==> src/rtl/core/wcp_pkg.sv <==
// Shared types and constants for the WAV chunk header parser.
// Holds chunk tags, result status codes, the sample type mapping and
// the command/status structs between controller and datapath.
package wcp_pkg;

	// Chunk tags as read little-endian into a 32-bit word
	localparam logic [31:0] TAG_RIFF = 32'h4646_4952;
	localparam logic [31:0] TAG_RF64 = 32'h3436_4652;
	localparam logic [31:0] TAG_WAVE = 32'h4556_4157;
	localparam logic [31:0] TAG_DS64 = 32'h3436_7364;
	localparam logic [31:0] TAG_FMT  = 32'h2074_6D66;
	localparam logic [31:0] TAG_DATA = 32'h6174_6164;
	localparam logic [31:0] LEN_ALL_ONES = 32'hFFFF_FFFF;

	// Result status codes
	localparam logic [1:0] STAT_HEADER  = 2'd0;
	localparam logic [1:0] STAT_FOUND   = 2'd1;
	localparam logic [1:0] STAT_PAYLOAD = 2'd2;
	localparam logic [1:0] STAT_ERROR   = 2'd3;

	// Format codes
	localparam logic [15:0] FMT_PCM   = 16'd1;
	localparam logic [15:0] FMT_FLOAT = 16'd3;

	// Sample type codes
	localparam logic [2:0] STYPE_NONE = 3'd0;
	localparam logic [2:0] STYPE_I8   = 3'd1;
	localparam logic [2:0] STYPE_I16  = 3'd2;
	localparam logic [2:0] STYPE_I24  = 3'd3;
	localparam logic [2:0] STYPE_I32  = 3'd4;
	localparam logic [2:0] STYPE_I64  = 3'd5;
	localparam logic [2:0] STYPE_F32  = 3'd6;
	localparam logic [2:0] STYPE_F64  = 3'd7;

	// Controller to datapath
	typedef struct packed {
		logic step;
	} wcp_cmd_t;

	// Datapath to controller
	typedef struct packed {
		logic needs_div;
		logic div_done;
	} wcp_stat_t;

	// Map format code and bit depth to a sample type code
	function automatic logic [2:0] sample_type_of(input logic [15:0] fmt,
		input logic [15:0] bits);
		logic [2:0] t;
		t = STYPE_NONE;
		if (fmt == FMT_PCM) begin
			case (bits)
				16'd8:   t = STYPE_I8;
				16'd16:  t = STYPE_I16;
				16'd24:  t = STYPE_I24;
				16'd32:  t = STYPE_I32;
				16'd64:  t = STYPE_I64;
				default: t = STYPE_NONE;
			endcase
		end else if (fmt == FMT_FLOAT) begin
			case (bits)
				16'd32:  t = STYPE_F32;
				16'd64:  t = STYPE_F64;
				default: t = STYPE_NONE;
			endcase
		end
		return t;
	endfunction

	// Replace one byte of a 32-bit word
	function automatic logic [31:0] put_byte32(input logic [31:0] word,
		input logic [1:0] pos, input logic [7:0] b);
		logic [31:0] w;
		w = word;
		w[pos*8 +: 8] = b;
		return w;
	endfunction

endpackage

==> src/rtl/core/wcp_div.sv <==
// Iterative 16-bit unsigned divider, one quotient bit per cycle.
// Standalone; used by the parser datapath for bytes per sample.
module wcp_div (
	input  logic        clk,
	input  logic        arst_n,
	input  logic        start,
	input  logic [15:0] dividend,
	input  logic [15:0] divisor,
	output logic [15:0] quotient,
	output logic        done
);

	logic        busy_q;
	logic        done_q;
	logic [3:0]  cnt_q;
	logic [15:0] rem_q;
	logic [15:0] quo_q;
	logic [15:0] den_q;
	logic [16:0] r_sh;
	logic [16:0] r_sub;
	logic        fits;

	// Shift in the next dividend bit and trial-subtract
	always_comb begin
		r_sh  = {rem_q, quo_q[15]};
		r_sub = r_sh - {1'b0, den_q};
		fits  = (r_sh >= {1'b0, den_q});
	end

	always_ff @(posedge clk or negedge arst_n) begin
		if (!arst_n) begin
			busy_q <= 1'b0;
			done_q <= 1'b0;
			cnt_q  <= '0;
		end else begin
			done_q <= 1'b0;
			if (start) begin
				busy_q <= 1'b1;
				cnt_q  <= '0;
			end else if (busy_q) begin
				cnt_q <= cnt_q + 4'd1;
				if (cnt_q == 4'd15) begin
					busy_q <= 1'b0;
					done_q <= 1'b1;
				end
			end
		end
	end

	// Load operands, then advance one bit per cycle
	always_ff @(posedge clk) begin
		if (start) begin
			rem_q <= '0;
			quo_q <= dividend;
			den_q <= divisor;
		end else if (busy_q) begin
			rem_q <= fits ? r_sub[15:0] : r_sh[15:0];
			quo_q <= {quo_q[14:0], fits};
		end
	end

	assign quotient = quo_q;
	assign done     = done_q;

endmodule

==> src/rtl/core/wcp_dp.sv <==
// Datapath of the WAV chunk header parser: chunk walk, field capture,
// result registers. Depends on wcp_pkg and wcp_div.
module wcp_dp (
	input  logic               clk,
	input  logic               arst_n,
	input  wcp_pkg::wcp_cmd_t  cmd,
	input  logic [7:0]         in_byte,
	output wcp_pkg::wcp_stat_t stat,
	output logic [1:0]         status,
	output logic [7:0]         payload_byte,
	output logic [15:0]        channels,
	output logic [31:0]        sample_rate,
	output logic [15:0]        bytes_per_frame,
	output logic [15:0]        bytes_per_sample,
	output logic [2:0]         sample_type,
	output logic [63:0]        data_size
);

	localparam logic [2:0] PH_HEADER = 3'd0;
	localparam logic [2:0] PH_WAVEID = 3'd1;
	localparam logic [2:0] PH_DS64   = 3'd2;
	localparam logic [2:0] PH_FMT    = 3'd3;
	localparam logic [2:0] PH_SKIP   = 3'd4;
	localparam logic [2:0] PH_DATA   = 3'd5;
	localparam logic [2:0] PH_ERROR  = 3'd6;

	logic [2:0]  phase_q, phase_d;
	logic [31:0] tag_q, tag_d;
	logic [31:0] len_q, len_d;
	logic [32:0] cnt_q, cnt_d;
	logic [23:0] wave_q, wave_d;
	logic [63:0] ds64_q, ds64_d;
	logic [15:0] fmt_q, fmt_d;
	logic [15:0] bits_q, bits_d;
	logic [15:0] chan_q, chan_d;
	logic [31:0] rate_q, rate_d;
	logic [15:0] align_q, align_d;
	logic [15:0] spb_q;
	logic [2:0]  type_q, type_d;
	logic [63:0] dlen_q, dlen_d;
	logic [1:0]  status_q, status_d;
	logic [7:0]  payload_q, payload_d;

	logic [4:0]  idx;
	logic [31:0] len_full;
	logic        do_skip;
	logic [32:0] skip_n;
	logic        needs_div;
	logic        div_start;
	logic [15:0] quo;
	logic        div_done;

	assign idx      = cnt_q[4:0];
	assign len_full = {in_byte, len_q[23:0]};
	assign needs_div = (phase_q == PH_FMT) && (idx == 5'd15);
	assign div_start = cmd.step && needs_div;

	// Next-state logic for one accepted byte
	always_comb begin
		phase_d   = phase_q;
		tag_d     = tag_q;
		len_d     = len_q;
		cnt_d     = cnt_q;
		wave_d    = wave_q;
		ds64_d    = ds64_q;
		fmt_d     = fmt_q;
		bits_d    = bits_q;
		chan_d    = chan_q;
		rate_d    = rate_q;
		align_d   = align_q;
		type_d    = type_q;
		dlen_d    = dlen_q;
		status_d  = wcp_pkg::STAT_HEADER;
		payload_d = 8'd0;
		do_skip   = 1'b0;
		skip_n    = '0;
		case (phase_q)
			PH_HEADER: begin
				if (!idx[2]) begin
					tag_d = wcp_pkg::put_byte32(tag_q, idx[1:0], in_byte);
				end else begin
					len_d = wcp_pkg::put_byte32(len_q, idx[1:0], in_byte);
				end
				if (idx >= 5'd7) begin
					// Dispatch on the completed tag
					cnt_d = '0;
					if (tag_q == wcp_pkg::TAG_RIFF || tag_q == wcp_pkg::TAG_RF64) begin
						phase_d = PH_WAVEID;
					end else if (tag_q == wcp_pkg::TAG_DS64) begin
						phase_d = PH_DS64;
					end else if (tag_q == wcp_pkg::TAG_FMT) begin
						phase_d = PH_FMT;
					end else if (tag_q == wcp_pkg::TAG_DATA) begin
						dlen_d   = (len_full == wcp_pkg::LEN_ALL_ONES) ? ds64_q
							: {32'd0, len_full};
						phase_d  = PH_DATA;
						status_d = wcp_pkg::STAT_FOUND;
					end else begin
						do_skip = 1'b1;
						skip_n  = {1'b0, len_full} + {32'd0, len_full[0]};
					end
				end else begin
					cnt_d = cnt_q + 33'd1;
				end
			end
			PH_WAVEID: begin
				if (idx >= 5'd3) begin
					if ({in_byte, wave_q} != wcp_pkg::TAG_WAVE) begin
						phase_d  = PH_ERROR;
						status_d = wcp_pkg::STAT_ERROR;
					end else begin
						do_skip = 1'b1;
						skip_n  = {32'd0, len_q[0]};
					end
				end else begin
					case (idx[1:0])
						2'd0:    wave_d[7:0]   = in_byte;
						2'd1:    wave_d[15:8]  = in_byte;
						default: wave_d[23:16] = in_byte;
					endcase
					cnt_d = cnt_q + 33'd1;
				end
			end
			PH_DS64: begin
				if (idx >= 5'd8 && idx < 5'd16) begin
					ds64_d[idx[2:0]*8 +: 8] = in_byte;
				end
				if (idx >= 5'd23) begin
					do_skip = 1'b1;
					skip_n  = {1'b0, (len_q >= 32'd24) ? (len_q - 32'd24) : 32'd0}
						+ {32'd0, len_q[0]};
				end else begin
					cnt_d = cnt_q + 33'd1;
				end
			end
			PH_FMT: begin
				if (idx < 5'd2) begin
					fmt_d[idx[0]*8 +: 8] = in_byte;
				end else if (idx < 5'd4) begin
					chan_d[idx[0]*8 +: 8] = in_byte;
				end else if (idx < 5'd8) begin
					rate_d = wcp_pkg::put_byte32(rate_q, idx[1:0], in_byte);
				end else if (idx >= 5'd12 && idx < 5'd14) begin
					align_d[idx[0]*8 +: 8] = in_byte;
				end else if (idx >= 5'd14) begin
					bits_d[idx[0]*8 +: 8] = in_byte;
				end
				if (idx >= 5'd15) begin
					type_d  = wcp_pkg::sample_type_of(fmt_q, bits_d);
					do_skip = 1'b1;
					skip_n  = {1'b0, (len_q >= 32'd16) ? (len_q - 32'd16) : 32'd0}
						+ {32'd0, len_q[0]};
				end else begin
					cnt_d = cnt_q + 33'd1;
				end
			end
			PH_SKIP: begin
				if (cnt_q <= 33'd1) begin
					phase_d = PH_HEADER;
					cnt_d   = '0;
				end else begin
					cnt_d = cnt_q - 33'd1;
				end
			end
			PH_DATA: begin
				status_d  = wcp_pkg::STAT_PAYLOAD;
				payload_d = in_byte;
			end
			default: begin
				phase_d  = PH_ERROR;
				status_d = wcp_pkg::STAT_ERROR;
			end
		endcase
		// Start a skip, or go straight back to header on zero
		if (do_skip) begin
			if (skip_n == 33'd0) begin
				phase_d = PH_HEADER;
				cnt_d   = '0;
			end else begin
				phase_d = PH_SKIP;
				cnt_d   = skip_n;
			end
		end
	end

	// Bytes per sample: block align over channels
	wcp_div u_div (
		.clk      (clk),
		.arst_n   (arst_n),
		.start    (div_start),
		.dividend (align_q),
		.divisor  (chan_q),
		.quotient (quo),
		.done     (div_done)
	);

	// Commit state per accepted beat, bytes per sample on divide done
	always_ff @(posedge clk or negedge arst_n) begin
		if (!arst_n) begin
			phase_q   <= PH_HEADER;
			tag_q     <= '0;
			len_q     <= '0;
			cnt_q     <= '0;
			wave_q    <= '0;
			ds64_q    <= '0;
			fmt_q     <= '0;
			bits_q    <= '0;
			chan_q    <= '0;
			rate_q    <= '0;
			align_q   <= '0;
			spb_q     <= '0;
			type_q    <= '0;
			dlen_q    <= '0;
			status_q  <= '0;
			payload_q <= '0;
		end else begin
			if (cmd.step) begin
				phase_q   <= phase_d;
				tag_q     <= tag_d;
				len_q     <= len_d;
				cnt_q     <= cnt_d;
				wave_q    <= wave_d;
				ds64_q    <= ds64_d;
				fmt_q     <= fmt_d;
				bits_q    <= bits_d;
				chan_q    <= chan_d;
				rate_q    <= rate_d;
				align_q   <= align_d;
				type_q    <= type_d;
				dlen_q    <= dlen_d;
				status_q  <= status_d;
				payload_q <= payload_d;
			end
			if (div_done) begin
				spb_q <= (chan_q == 16'd0) ? 16'd0 : quo;
			end
		end
	end

	assign stat.needs_div   = needs_div;
	assign stat.div_done    = div_done;
	assign status           = status_q;
	assign payload_byte     = payload_q;
	assign channels         = chan_q;
	assign sample_rate      = rate_q;
	assign bytes_per_frame  = align_q;
	assign bytes_per_sample = spb_q;
	assign sample_type      = type_q;
	assign data_size        = dlen_q;

endmodule

==> src/rtl/core/wcp_ctrl.sv <==
// Controller of the WAV chunk header parser: handshakes and divide wait.
// Depends on wcp_pkg.
module wcp_ctrl (
	input  logic               clk,
	input  logic               arst_n,
	input  logic               in_valid,
	output logic               in_ready,
	output logic               out_valid,
	input  logic               out_ready,
	input  wcp_pkg::wcp_stat_t stat,
	output wcp_pkg::wcp_cmd_t  cmd,
	output logic               dividing
);

	localparam logic ST_RUN = 1'b0;
	localparam logic ST_DIV = 1'b1;

	logic state_q;
	logic out_valid_q;
	logic accept;

	// Take a beat when not dividing and the result slot is free or draining
	assign in_ready = (state_q == ST_RUN) && (!out_valid_q || out_ready);
	assign accept   = in_valid && in_ready;

	always_ff @(posedge clk or negedge arst_n) begin
		if (!arst_n) begin
			state_q     <= ST_RUN;
			out_valid_q <= 1'b0;
		end else begin
			case (state_q)
				ST_RUN: begin
					if (accept) begin
						if (stat.needs_div) begin
							state_q     <= ST_DIV;
							out_valid_q <= 1'b0;
						end else begin
							out_valid_q <= 1'b1;
						end
					end else if (out_valid_q && out_ready) begin
						out_valid_q <= 1'b0;
					end
				end
				ST_DIV: begin
					// Hold the result until bytes per sample lands
					if (stat.div_done) begin
						state_q     <= ST_RUN;
						out_valid_q <= 1'b1;
					end
				end
				default: begin
					state_q     <= ST_RUN;
					out_valid_q <= 1'b0;
				end
			endcase
		end
	end

	assign cmd.step  = accept;
	assign out_valid = out_valid_q;
	assign dividing  = (state_q == ST_DIV);

endmodule

==> src/rtl/core/wav_chunk_header_parser_unit.sv <==
// WAV/RF64 chunk header parser: one input byte beat gives one result beat.
// The result is registered the cycle after accept; on the last byte of a
// fmt chunk it waits for the bit-serial block-align/channels divider.
// Throughput 1 byte per cycle otherwise, with the result register drained.
// Asynchronous active-low reset returns to the chunk header walk, all
// format fields and sizes zero, no result pending.
module wav_chunk_header_parser_unit (
	input  logic        clk,
	input  logic        arst_n,
	input  logic        in_valid,
	output logic        in_ready,
	input  logic [7:0]  in_byte,
	output logic        out_valid,
	input  logic        out_ready,
	output logic [1:0]  status,
	output logic [7:0]  payload_byte,
	output logic [15:0] channels,
	output logic [31:0] sample_rate,
	output logic [15:0] bytes_per_frame,
	output logic [15:0] bytes_per_sample,
	output logic [2:0]  sample_type,
	output logic [63:0] data_size
);

	wcp_pkg::wcp_cmd_t  cmd;
	wcp_pkg::wcp_stat_t stat;
	logic               dividing;

	wcp_ctrl u_ctrl (
		.clk       (clk),
		.arst_n    (arst_n),
		.in_valid  (in_valid),
		.in_ready  (in_ready),
		.out_valid (out_valid),
		.out_ready (out_ready),
		.stat      (stat),
		.cmd       (cmd),
		.dividing  (dividing)
	);

	wcp_dp u_dp (
		.clk              (clk),
		.arst_n           (arst_n),
		.cmd              (cmd),
		.in_byte          (in_byte),
		.stat             (stat),
		.status           (status),
		.payload_byte     (payload_byte),
		.channels         (channels),
		.sample_rate      (sample_rate),
		.bytes_per_frame  (bytes_per_frame),
		.bytes_per_sample (bytes_per_sample),
		.sample_type      (sample_type),
		.data_size        (data_size)
	);

`ifndef SYNTHESIS
	// An accepted beat yields a result next cycle or enters the divide wait
	a_accept_result: assert property (@(posedge clk) disable iff (!arst_n)
		(in_valid && in_ready) |=> (out_valid || dividing))
		else $error("accepted beat produced neither result nor divide");

	// No beat is taken and no result shown while dividing
	a_div_blocks: assert property (@(posedge clk) disable iff (!arst_n)
		dividing |-> (!in_ready && !out_valid))
		else $error("handshake active during divide");

	// Payload byte is zero unless the result is a payload beat
	a_payload_zero: assert property (@(posedge clk) disable iff (!arst_n)
		(out_valid && status != wcp_pkg::STAT_PAYLOAD) |-> (payload_byte == 8'd0))
		else $error("payload byte set on non-payload result");
`endif

endmodule
==> config.mk <==
export PLATFORM = sky130hd
export DESIGN_NAME = wav_chunk_header_parser_unit
export DESIGN_NICKNAME = d
export VERILOG_FILES = /design/src/rtl/core/wcp_pkg.sv /design/src/rtl/core/wcp_div.sv /design/src/rtl/core/wcp_dp.sv /design/src/rtl/core/wcp_ctrl.sv /design/src/rtl/core/wav_chunk_header_parser_unit.sv
export SDC_FILE = /design/constraint.sdc
export NUM_CORES = 1
export LEC_CHECK = 0
export ABC_AREA = 0
export BUFFER_PORTS_ARGS = -buffer_cell sky130_fd_sc_hd__buf_2
export CAP_MARGIN = 20
export CORE_ASPECT_RATIO = 0.75
export CORE_MARGIN = 3
export CORE_UTILIZATION = 45
export DETAILED_ROUTE_END_ITERATION = 7
export SLEW_MARGIN = 20
export SYNTH_ARGS = -nofsm -noshare
export SYNTH_HDL_FRONTEND = slang
export SYNTH_SLANG_ARGS = --single-unit
==> constraint.sdc <==
create_clock -name clk -period 7.93 [get_ports clk]
set_input_delay 1.586 -clock clk [delete_from_list [all_inputs] [get_ports clk]]
set_output_delay 1.586 -clock clk [all_outputs]
set_load 0.05 [all_outputs]
Word level (Yosys, flattened, before mapping)
Index checks and enable logic that the tools add are counted.
Operators by class
  multipliers: 0
  reduce and logical (&&, ||, !) cells: 35
  bitwise operators: 10
  magnitude comparators: 16
  $add $sub $neg: 12
  equality and inequality tests: 33
  shifts and indexed selects: 6
  div/mod/pow operators: 0
  mux-type cells: 90
Operators by type and width (number)
  $mux W33: 15
  $pmux W33 S5: 1
  $mux W16: 10
  $pmux W33 S4: 1
  $add A32 B1 Y33: 3
  $bwmux W32: 3
  $eq A32 B30 Y1 const B: 3
  $bwmux W16: 4
  $bwmux W64: 1
  $eq A32 B31 Y1 const B: 2
  $ge A32 B5 Y1 const B: 2
  $mux W32: 2
  $mux W64: 1
  $shift A8 B34 Y64 const A: 1
  $shiftx A8 B34 Y64: 1
  $sub A32 B5 Y32 const B: 2
  $mux W3: 12
  $neg A4 Y34: 1
  $neg A5 Y34: 1
  $neg A6 Y34: 1
  $shift A8 B34 Y16 const A: 1
  $shift A8 B34 Y32 const A: 1
  $shiftx A8 B34 Y16: 1
  $shiftx A8 B34 Y32: 1
  60 further kinds: 131
Word-level totals
  bits in registers: 433
  bits in writable memories: 0
  logic and storage cells: 228
  input port bits: 12
  output and inout port bits: 159
  memories: 0
  latch bits: 0
  bits in read-only memories: 0

Longest topological paths before layout
  depth in word-level cells: 13
  depth in mapped cells: 23
  mapped depth without buffers: 18

Hierarchy
A second synthesis with hierarchy kept.
Second synthesis, totals
  cell total of the unflattened synthesis: 2666
  area, all modules: 24443.4 sq um
Modules (own cells, without submodules)
  wcp_dp: times used 1, seq. area each 9434.0 sq um, cells each 2352, area each 21166.6 sq um
  wcp_div: times used 1, seq. area each 1431.4 sq um, cells each 304, area each 3171.8 sq um
  wcp_ctrl: times used 1, seq. area each 50.0 sq um, cells each 10, area each 105.1 sq um

Worst setup path before layout
Ideal clock, no wire load.
  path type: reg2reg
  from: register u_dp.len_q[5]
  to: register u_dp.phase_q[2]
  period minus slack after synthesis: 4755 ps
  buffers on the path: 5
  stages on the path, launching flop included: 24
  required time: 7794 ps
  setup time: 136 ps
  data arrival time: 4619 ps
  setup slack: 3175 ps
  path through: dfrtp_1 clkbuf_1 clkbuf_1 inv_1 ha_1 buf_2 nor3b_1 nand2_1 or3_1 buf_2 nor2_1 buf_2 nor2_1 ha_1 nand2_1 a21oi_1 mux2_2 o31a_1 xor2_1 o22ai_1 a21oi_1 nand4_1 nor4_1 a31oi_1
Between the ends
  word-level cells in the longest chain between the ends: 10
  elaborated cells on any way between the ends: 20
  classes of those cells: add/sub: 5; order compare: 2; mux: 12; reduce/logical: 1
RTL lines
  from (decl): RTL line wcp_dp.sv:29  | logic [31:0] len_q, len_d;
  from (signal assigned): RTL line wcp_dp.sv:220  | len_q <= len_d;
  parallel branches: the longest is 6 deep, another holds $add A32 B1 Y33
  $pmux W33 S4 (*): RTL line wcp_dp.sv:77  | case (phase_q)
  $logic_not A33 Y1 (*): RTL line wcp_dp.sv:176  | if (skip_n == 33'd0) begin
  $mux W3 (*): RTL line wcp_dp.sv:176
  $mux W3 (*): RTL line wcp_dp.sv:175  | if (do_skip) begin
  to (signal assigned): RTL line wcp_dp.sv:218  | phase_q <= phase_d;
  to (decl): RTL line wcp_dp.sv:27  | logic [2:0] phase_q, phase_d;
Every way passes the cells marked *.
A chain may end at the register's enable or synchronous reset.

Worst setup path in the final report
Ends and elaborated chain as after synthesis.

==> results.py <==
metrics = {
    "critical_path": {
        "startpoint_type": "register",
        "critical_path_arrival_ns": 5.85,
        "path_max_fanout": 21,
        "cp_slowest_cell": "dfrtp_1",
        "worstSetupPathType": "register to register",
        "cp_slowest_stage_delay_ns": 0.62,
        "rr_worst_depth": 20,
        "required_ns": 8.37,
        "worstPathCellList": "inv_1 > ha_1 > a21oi_1 > buf_4 > nand4_2 > nor3_2 > buf_4 > nor2_1 > ha_1 > nand3b_1 > nor3_1 > o21ai_0 > nor4_2 > nand3_1 > nor4_1 > xnor2_1 > a22oi_1 > o21ai_0 > nor4_1 > a31oi_1",
        "endpoint_kind": "register",
    },
    "timing": {
        "whs_ns": 0.4622,
        "slew_violations": 0,
        "rsz0062_at_grt": "no",
        "tns_ns": 0,
        "period_minus_slack_ns": 5.417,
        "slew_headroom_pct": 25.42,
        "worst_slew_pin_slew_ns": 1.101,
        "max_freq_mhz": 184.6,
        "postLayoutSetupSlackWorst_ns": 2.513,
        "setup_violations": 0,
        "fin_crit_sh_pct": 68.31,
        "finClkSkew_ns": 0.02357,
        "finalHoldViolations": 0,
    },
    "clock_network": {
        "numCtsBuffers": 45,
        "path_clk_slew_ns": 0.06,
        "cts.path.max_buffers": 3,
        "holdBufCountCts": 0,
        "insertion_delay_ns": 0.60,
        "clock-root-buffer": "clkbuf_16",
        "htreeDepth": 2,
        "cts_tree": "yes",
        "cts_sinks": 433,
        "ctsResizeCount": 0,
        "cts_setup_buffers": 0,
    },
    "synthesis": {
        "synth.distinct_cells": 97,
        "ys_seq_area_share_pct": 45.09,
        "synthCells": 2644,
        "synth-seq-cells": 433,
        "yosys_warnings": 0,
        "syn_area_um2": 24210,
        "synth-edff-count": 32,
        "synth.net_count": 2689,
        "ys_async_sr_fraction_pct": 88.91,
        "synthFlopType": "dfrtp_1",
        "synth_area_per_cell_um2": 9.156,
    },
    "drt": {
        "vias_per_cell": 6.065,
        "wire_per_inst_um": 23.55,
        "route.vias.total": 21040,
        "drtAntennaViolNets": 0,
        "drt_iter0_markers": 2562,
        "routed_wl_um": 81680,
        "drt_first_pass_iters": 6,
        "post-route-drc-count": 0,
    },
    "power_and_ir_drop": {
        "p_seq_share_pct": 31.3,
        "vdd_drop_max_mv": 0.2201,
        "p_per_area_nw_per_um2": 329.7,
        "p_switching_mw": 3.973,
        "p_leak_nw": 12.97,
        "p_clk_share_pct": 24.4,
        "total_power_mw": 8.949,
        "internal-power_mw": 4.976,
        "combPwrFrac_pct": 44.3,
        "swShare_pct": 44.40,
    },
    "outcome": {
        "status": "complete, no violations",
    },
    "die": {
        "row_count": 72,
        "ios": 171,
        "initial_core_util_pct": 46.25,
        "die_w_um": 273.8,
        "dieArea_um2": 56640,
        "fp.dieH_um": 206.9,
        "core-area_um2": 52340,
    },
    "finish": {
        "final_layout_size_suffix_gt1_share_pct": 17.76,
        "final_core_util_pct": 51.86,
        "seqCellArea_um2": 10920,
        "final_cells": 3469,
        "area_delta_synth_final_pct": 12.14,
        "fin_nets": 2774,
        "multi_input_area_um2": 12330,
        "fin_area_um2": 27150,
        "fillers": 4834,
    },
    "placement": {
        "dp_slack_ns": 2.708,
        "gp_congestion": 0.9693,
        "hpwl_um": 58260,
        "place_area_um2": 25630,
        "port_buffers": 170,
        "placed_cells": 3385,
    },
    "job": {
        "drv_cap": 0,
    },
    "global_route": {
        "antenna_found_initial": 1,
        "grt_max_degree": 141,
        "grt_usage_pct": 28.56,
        "grt_pass1_vias": 20050,
        "overflow": 0,
        "grt_pass1_wl_um": 124100,
    },
    "hold_path": {
        "worstHoldPathType": "register to register",
        "hold_depth": 2,
    },
}
synthesized netlist by cell type (17+ instances only):
cell / instances / area (µm²)
xnor2_1: 79 / 691.9
o21ai_0: 221 / 1106
a22o_1: 24 / 210.2
dfrtp_1: 385 / 9634
nor3_1: 68 / 340.3
nand4_1: 42 / 262.8
and3_1: 24 / 150.1
xor2_1: 56 / 490.5
a21oi_1: 69 / 345.3
ha_1: 32 / 400.4
nand3_1: 133 / 665.6
or3_1: 21 / 131.4
clkbuf_1: 156 / 585.6
or4_1: 17 / 127.6
edfxtp_1: 32 / 960.9
nor4_1: 37 / 231.5
nand2_1: 427 / 1603
inv_1: 76 / 285.3
nor2_1: 178 / 668.1
mux2_2: 145 / 1633
mux2i_1: 55 / 550.5
nor2b_1: 21 / 131.4
and2_1: 33 / 206.5
logic make-up after synthesis:
| kind of cell | synth area share, % |
|---|---|
| flops | 45.09 |
| xor+xnor | 4.884 |
| compound gates | 12.80 |
| mux | 9.019 |
| simple gates | 22.39 |
| buf+inv | 4.078 |
| fa+ha+maj | 1.737 |
power groups by stage:
stage	registers [mW]	logic, mW	clock network [mW]
after CTS	2.78	3.84	2.22
after floorplan	2.67	2.78	0
final	2.80	3.97	2.18
after global placement	2.81	3.86	0
after detailed placement	2.82	3.83	0
after global routing	2.83	4.24	2.31
registers in the layout, indices dropped and copies added (netlist names), 24 cells and up:
| signal | count |
|---|---|
| u_dp.len_q | 32 |
| u_dp.tag_q | 32 |
| u_dp.ds64_q | 64 |
| u_dp.sample_rate | 32 |
| u_dp.cnt_q | 33 |
| u_dp.data_size | 64 |
| u_dp.wave_q | 24 |
critical path, delay by kind of cell, from the launching register on:
family                   cells  cell delay, ns
AO/OA/AOI/OAI                5            1.01
XOR/XNOR                     1            0.12
adder cells (fa/ha/maj)      2            0.47
buffers and inverters        3            0.64
flip-flops                   1            0.62
AND/OR/NAND/NOR              9            2.38
final timing paths:
kind                                          from                   endpoint  slack [ns]
worst max register to register       u_dp.len_q[5]            u_dp.phase_q[2]        2.51
max in group asynchronous                   arst_n             u_dp.len_q[23]        5.48
worst max-delay path                 u_dp.len_q[5]            u_dp.phase_q[2]        2.51
worst min register to register  u_dp.data_size[63]         u_dp.data_size[63]        0.46
min in group asynchronous                   arst_n  u_dp.bytes_per_sample[10]        1.03
worst min-delay path            u_dp.data_size[63]         u_dp.data_size[63]        0.46
placed cells by master (no fill, tap or decap), types with 32 or more instances in the layout:
| master | instances |
|---|---|
| clkbuf_16 | 45 |
| nor3_1 | 68 |
| ha_1 | 32 |
| a21oi_1 | 69 |
| nor2_1 | 176 |
| nand2_1 | 427 |
| nand4_1 | 42 |
| mux2i_1 | 55 |
| o21ai_0 | 221 |
| buf_2 | 169 |
| and2_1 | 33 |
| xor2_1 | 56 |
| inv_1 | 76 |
| nor4_1 | 36 |
| mux2_2 | 145 |
| dfrtp_1 | 385 |
| buf_4 | 41 |
| edfxtp_1 | 32 |
| xnor2_1 | 79 |
| nand3_1 | 133 |
area by class of cell:
cell class,instances,area share (%)
inverters,80,1.106
well taps,703,3.240
repair buffers,213,4.452
multi-input cells,1956,45.42
flip-flops and latches,433,40.21
clock buffers,66,4.881
clock inverters,16,0.6729
diodes,2,0.01844
layer usage:
| metal | GRT usage [%] | vias to the layer above | wire (µm) |
|---|---|---|---|
| li1 | - | 9574 | - |
| met1 | 42.89 | 10410 | 37930 |
| met2 | 40.73 | 947 | 33680 |
| met3 | 7.199 | 107 | 7973 |
| met4 | 7.790 | 0 | 2099 |
| met5 | 0 | - | 0 |
(Power assumes the default switching activity.)
